## src/rtl/core/svm_pkg.sv

```systemverilog
package svm_pkg;

  localparam int unsigned STACK_DEPTH_DEF = 256;
  localparam int unsigned POOL_DEPTH_DEF  = 256;
  localparam int unsigned DIV_STEPS       = 96;

  localparam logic [63:0] Q_MAX = 64'h7FFF_FFFF_FFFF_FFFF;
  localparam logic [63:0] Q_MIN = 64'h8000_0000_0000_0000;

  typedef enum logic [2:0] {
    CMD_CONST   = 3'd0,
    CMD_NEG     = 3'd1,
    CMD_ADD     = 3'd2,
    CMD_SUB     = 3'd3,
    CMD_MUL     = 3'd4,
    CMD_DIV     = 3'd5,
    CMD_RET     = 3'd6,
    CMD_POOL_WR = 3'd7
  } cmd_e;

  typedef enum logic [1:0] {
    STS_OK    = 2'd0,
    STS_UNDER = 2'd1,
    STS_OVER  = 2'd2,
    STS_DIVZ  = 2'd3
  } status_e;

  typedef enum logic [2:0] {
    S_DISPATCH,
    S_PUSH,
    S_OPND,
    S_MUL,
    S_MULRND,
    S_DIV,
    S_DIVRND,
    S_WB
  } state_e;

  typedef struct packed {
    cmd_e               cmd;
    logic [7:0]         pool_index;
    logic signed [63:0] pool_value;
  } in_req_t;

  typedef struct packed {
    logic signed [63:0] result_value;
    status_e            status;
  } out_req_t;

  // Decoded instruction handed from the front end to the execution unit.
  typedef struct packed {
    cmd_e        op;
    logic [1:0]  need;
    logic [7:0]  idx;
    logic [63:0] val;
  } item_t;

  typedef struct packed {
    logic  valid;
    item_t item;
  } front_out_t;

  function automatic logic [63:0] magnitude(logic [63:0] v);
    return v[63] ? (64'd0 - v) : v;
  endfunction

  function automatic logic [63:0] sat_add(logic [63:0] a, logic [63:0] b);
    logic [63:0] s;
    s = a + b;
    if ((a[63] == b[63]) && (s[63] != a[63])) begin
      return a[63] ? Q_MIN : Q_MAX;
    end
    return s;
  endfunction

  function automatic logic [63:0] sat_neg(logic [63:0] a);
    return (a == Q_MIN) ? Q_MAX : (64'd0 - a);
  endfunction

  function automatic logic [63:0] signed_sat(logic neg, logic [63:0] mag, logic ovf);
    if (neg) begin
      if (ovf || (mag > Q_MIN)) begin
        return Q_MIN;
      end
      return 64'd0 - mag;
    end
    if (ovf || (mag > Q_MAX)) begin
      return Q_MAX;
    end
    return mag;
  endfunction

endpackage

```

## src/rtl/core/svm_front.sv

```systemverilog
module svm_front (
  input  logic                clk_i,
  input  logic                rst_ni,
  input  logic                in_valid_i,
  output logic                in_stall_o,
  input  svm_pkg::in_req_t    in_req_i,
  output svm_pkg::front_out_t front_o,
  input  logic                take_i
);

  svm_pkg::in_req_t ent_q [2];
  logic             wptr_q, wptr_d, rptr_q, rptr_d;
  logic [1:0]       cnt_q, cnt_d;
  logic             push, pop;
  svm_pkg::in_req_t head;

  assign in_stall_o = (cnt_q == 2'd2);
  assign push       = in_valid_i && !in_stall_o;
  assign pop        = take_i && (cnt_q != 2'd0);
  assign head       = ent_q[rptr_q];

  always_comb begin
    wptr_d = push ? ~wptr_q : wptr_q;
    rptr_d = pop ? ~rptr_q : rptr_q;
    cnt_d  = cnt_q + {1'b0, push} - {1'b0, pop};
  end

  // Classify: how many operands each instruction consumes from the stack.
  always_comb begin
    front_o.valid    = (cnt_q != 2'd0);
    front_o.item.op  = head.cmd;
    front_o.item.idx = head.pool_index;
    front_o.item.val = head.pool_value;
    unique case (head.cmd)
      svm_pkg::CMD_ADD, svm_pkg::CMD_SUB,
      svm_pkg::CMD_MUL, svm_pkg::CMD_DIV: front_o.item.need = 2'd2;
      svm_pkg::CMD_NEG, svm_pkg::CMD_RET: front_o.item.need = 2'd1;
      default:                            front_o.item.need = 2'd0;
    endcase
  end

  always_ff @(posedge clk_i or negedge rst_ni) begin
    if (!rst_ni) begin
      wptr_q <= 1'b0;
      rptr_q <= 1'b0;
      cnt_q  <= 2'd0;
    end else begin
      wptr_q <= wptr_d;
      rptr_q <= rptr_d;
      cnt_q  <= cnt_d;
    end
  end

  always_ff @(posedge clk_i) begin
    if (push) begin
      ent_q[wptr_q] <= in_req_i;
    end
  end

endmodule

```

## config.mk

```make
export PLATFORM = sky130hd
export DESIGN_NAME = svm_front
export DESIGN_NICKNAME = d
export VERILOG_FILES = /design/src/rtl/core/svm_pkg.sv /design/src/rtl/core/svm_front.sv
export SDC_FILE = /design/constraint.sdc
export NUM_CORES = 1
export LEC_CHECK = 0
export ABC_AREA = 1
export ABC_CLOCK_PERIOD_IN_PS = 13400
export BUFFER_PORTS_ARGS = -buffer_cell sky130_fd_sc_hd__buf_2
export CAP_MARGIN = 40
export CORE_AREA = 2 2 122 94
export CTS_CLUSTER_DIAMETER = 80
export DETAILED_ROUTE_END_ITERATION = 10
export DIE_AREA = 0 0 124 96
export PLACE_DENSITY = 0.93
export SLEW_MARGIN = 20
export SYNTH_ARGS = -nofsm -noshare
export SYNTH_HDL_FRONTEND = slang
export SYNTH_SLANG_ARGS = --single-unit
```

## constraint.sdc

```tcl
create_clock -name clk_i -period 13.4 [get_ports clk_i]
set_input_delay 2.01 -clock clk_i [delete_from_list [all_inputs] [get_ports clk_i]]
set_output_delay 2.01 -clock clk_i [all_outputs]
set_load 0.05 [all_outputs]
```

==> impl_metrics.toml <==
[routing]
drt_iter0_markers = 257
dr.pass1.iters = 4
drc_errors = 0
vias = 3745
vias_per_cell = 4.934
wl_per_cell_um = 15.02
wirelength_um = 11400
antenna_left = 0

[clock_tree]
cts_tree = "yes"
cts.sinks = 154
cts_hold_buf = 0
cts_resized = 0
post-cts-setup-buffers = 0
cts.clk_slew.worst_paths_ns = 0.06
cts_max_path_buffers = 2
h-tree-depth = 4
cts_made_buffers = 17
root_buffer = "clkbuf_16"
clk_latency_ns = 0.41

[grt]
grt_pass1_vias = 3645
grt_max_degree = 80
grtUsageMet1_pct = 22.43
antenna_found_initial = 0
use_met3_pct = 5.806
grt_usage_pct = 19.57
use_met2_pct = 34.29
grt_overflow = 0
top_usage_layer = "met2"
grt_pass1_wl_um = 16990

[critical_path]
required_ns = 11.39
critPathMaxFanout = 79
path_class = "reg2out"
critPathTopFamily = "buffers and inverters"
slowest_stage = "buf_4"
worst_setup_path_start_kind = "register"
cp.buffers_inverters = 2
cp-end-kind = "output port"
cpPeakStageDelay_ns = 0.63
worst_path_most_repeated_cell = "nand2_1"
arrival_ns = 2.19
crit_chain = "buf_4 > nand2_1 > nand2_1 > nand3_1 > nand2_1 > buf_2"

[yosys]
synth_area_leaders = "edfxtp_1, nand2_1, dfrtp_1, buf_6, inv_1"
synth_warnings = 0
synth_nets = 523
ys_seq_area_share_pct = 79.33
synth_top_area_cell = "edfxtp_1"
synthDistinctLibCells = 17
synthCells = 442
yosysTopAreaCellShare_pct = 77.60
synth.avg_cell_area_um2 = 13.13
netlist_area_mm2 = 0.005804
ys_seq_elements = 154

[final_layout]
nNetsFinal = 687
fill_cells = 774
num_antenna_cells = 0
area_delta_synth_final_pct = 25.50
drive_above_1_share_pct = 31.99
design_area_mm2 = 0.007284

[die]
ios = 158
core-area_mm2 = 0.01074
rows = 33
initial_core_util_pct = 54.07
die_x_um = 124
die_h_um = 96
die_area_mm2 = 0.01190

[timing]
final_hold_viol_count = 0
setup_violations = 0
fmax_mhz = 238.2
worst_pin_slew_ns = 0.8353
final.period_utilization_pct = 31.33
finalClockSkew_ns = 0.009164
min_period_ns = 4.198
finalMaxSlewViolations = 0
rsz0062_at_grt = "false"
fin_tns_setup_ns = 0
slew_headroom_pct = 44.31

[status]
outcome = "completed"

[placement]
dp_hpwl_um = 7001
place_area_mm2 = 0.006689
place.gp.congestion = 0.8059
portBuffers = 157

[hold_path]
holdCritPathClass = "reg2reg"

[run]
maxCapViolCount = 0
==> tightest hold or removal path, stage by stage (launching register included) <==
cell and delay [ns]:
dfrtp_1 0.35, nand2_1 0.06, nand2_1 0.06
==> state kept, by name, summed over array words and instances (netlist names) <==
| signal | cells |
|---|---|
| ent_q | 150 |
| cnt_q | 2 |
| rptr_q | 1 |
| wptr_q | 1 |
==> worst paths after layout <==
path                          start            to  slack (ns)  cells past startpoint
setup / recovery             rptr_q   front_o[72]        9.20                      6
hold / removal               wptr_q        wptr_q        0.50                      2
min in group asynchronous    rst_ni      cnt_q[1]        1.39                      1
max in group asynchronous    rst_ni        rptr_q       11.87                      1
hold reg to reg              wptr_q        wptr_q        0.50                      2
setup reg to reg           cnt_q[1]  ent_q[1][49]       11.34                      4
==> per-stage QoR <==
step / instances / setup slack, ns / utilization, % / hold WS, ns
final: 759 / 9.202 / 67.86 / 0.5033
after detailed placement: 726 / 9.530 / 62.31 / 0.4921
after floorplan: 442 / 7.687 / - / 0.4498
after CTS: 758 / 9.219 / 67.67 / 0.5064
after global placement: 725 / 9.362 / 62.05 / 0.4677
after global routing: 759 / 9.092 / 67.86 / 0.5208
==> routing by layer <==
| layer | wire (um) | part of all wire [%] | up-vias |
|---|---|---|---|
| met4 | 199 | 1.7 | 0 |
| met5 | 0 | 0 | - |
| met3 | 806 | 7.1 | 20 |
| met2 | 5741 | 50 | 168 |
| met1 | 4653 | 41 | 1748 |
| li1 | - | - | 1809 |
==> cell families after synthesis <==
| kind of cell | count (synthesis) | share of synthesized area [%] |
|---|---|---|
| buffers and inverters | 29 | 3.147 |
| XOR/XNOR | 2 | 0.3018 |
| flip-flops | 154 | 79.33 |
| AO/OA/AOI/OAI | 3 | 0.4097 |
| AND/OR/NAND/NOR | 252 | 16.38 |
| adder cells (fa/ha/maj) | 2 | 0.4311 |
==> cells in the mapped netlist (all sizes together) <==
| cell | instances |
|---|---|
| buf | 17 |
| inv | 12 |
| ha | 2 |
| nor2 | 2 |
| o21a | 1 |
| o211ai | 1 |
| nand3 | 2 |
| nand2 | 247 |
| o21ai | 1 |
| xnor2 | 1 |
| xor2 | 1 |
| edfxtp | 150 |
| or2 | 1 |
| dfrtp | 4 |
==> cell type report <==
class | instances | area, um2 | area share, %
Clock inverter | 13 | 142.6 | 1.958
Multi-Input combinational cell | 259 | 1025 | 14.07
Clock buffer | 19 | 432.9 | 5.943
Timing Repair Buffer | 162 | 855.8 | 11.75
Inverter | 12 | 47.55 | 0.6527
Sequential cell | 154 | 4606 | 63.23
Tap cell | 140 | 175.2 | 2.405
==> layout by cell type, fill, tap and decap left out, drive strengths merged <==
| cell type | Yosys | layout |
|---|---|---|
| clkinv | 0 | 2 |
| o21a | 1 | 1 |
| clkinvlp | 0 | 5 |
| inv | 12 | 16 |
| clkbuf | 0 | 19 |
| nand3 | 2 | 2 |
| ha | 2 | 2 |
| nor2 | 2 | 2 |
| xor2 | 1 | 1 |
| edfxtp | 150 | 150 |
| or2 | 1 | 1 |
| buf | 17 | 162 |
| xnor2 | 1 | 1 |
| nand2 | 247 | 247 |
| dfrtp | 4 | 4 |
| o21ai | 1 | 1 |
| bufinv | 0 | 2 |
| o211ai | 1 | 1 |
Power is left out: the tool's default activity adds up to more than one toggle a clock period on the data nets, which glitch-free logic cannot reach.
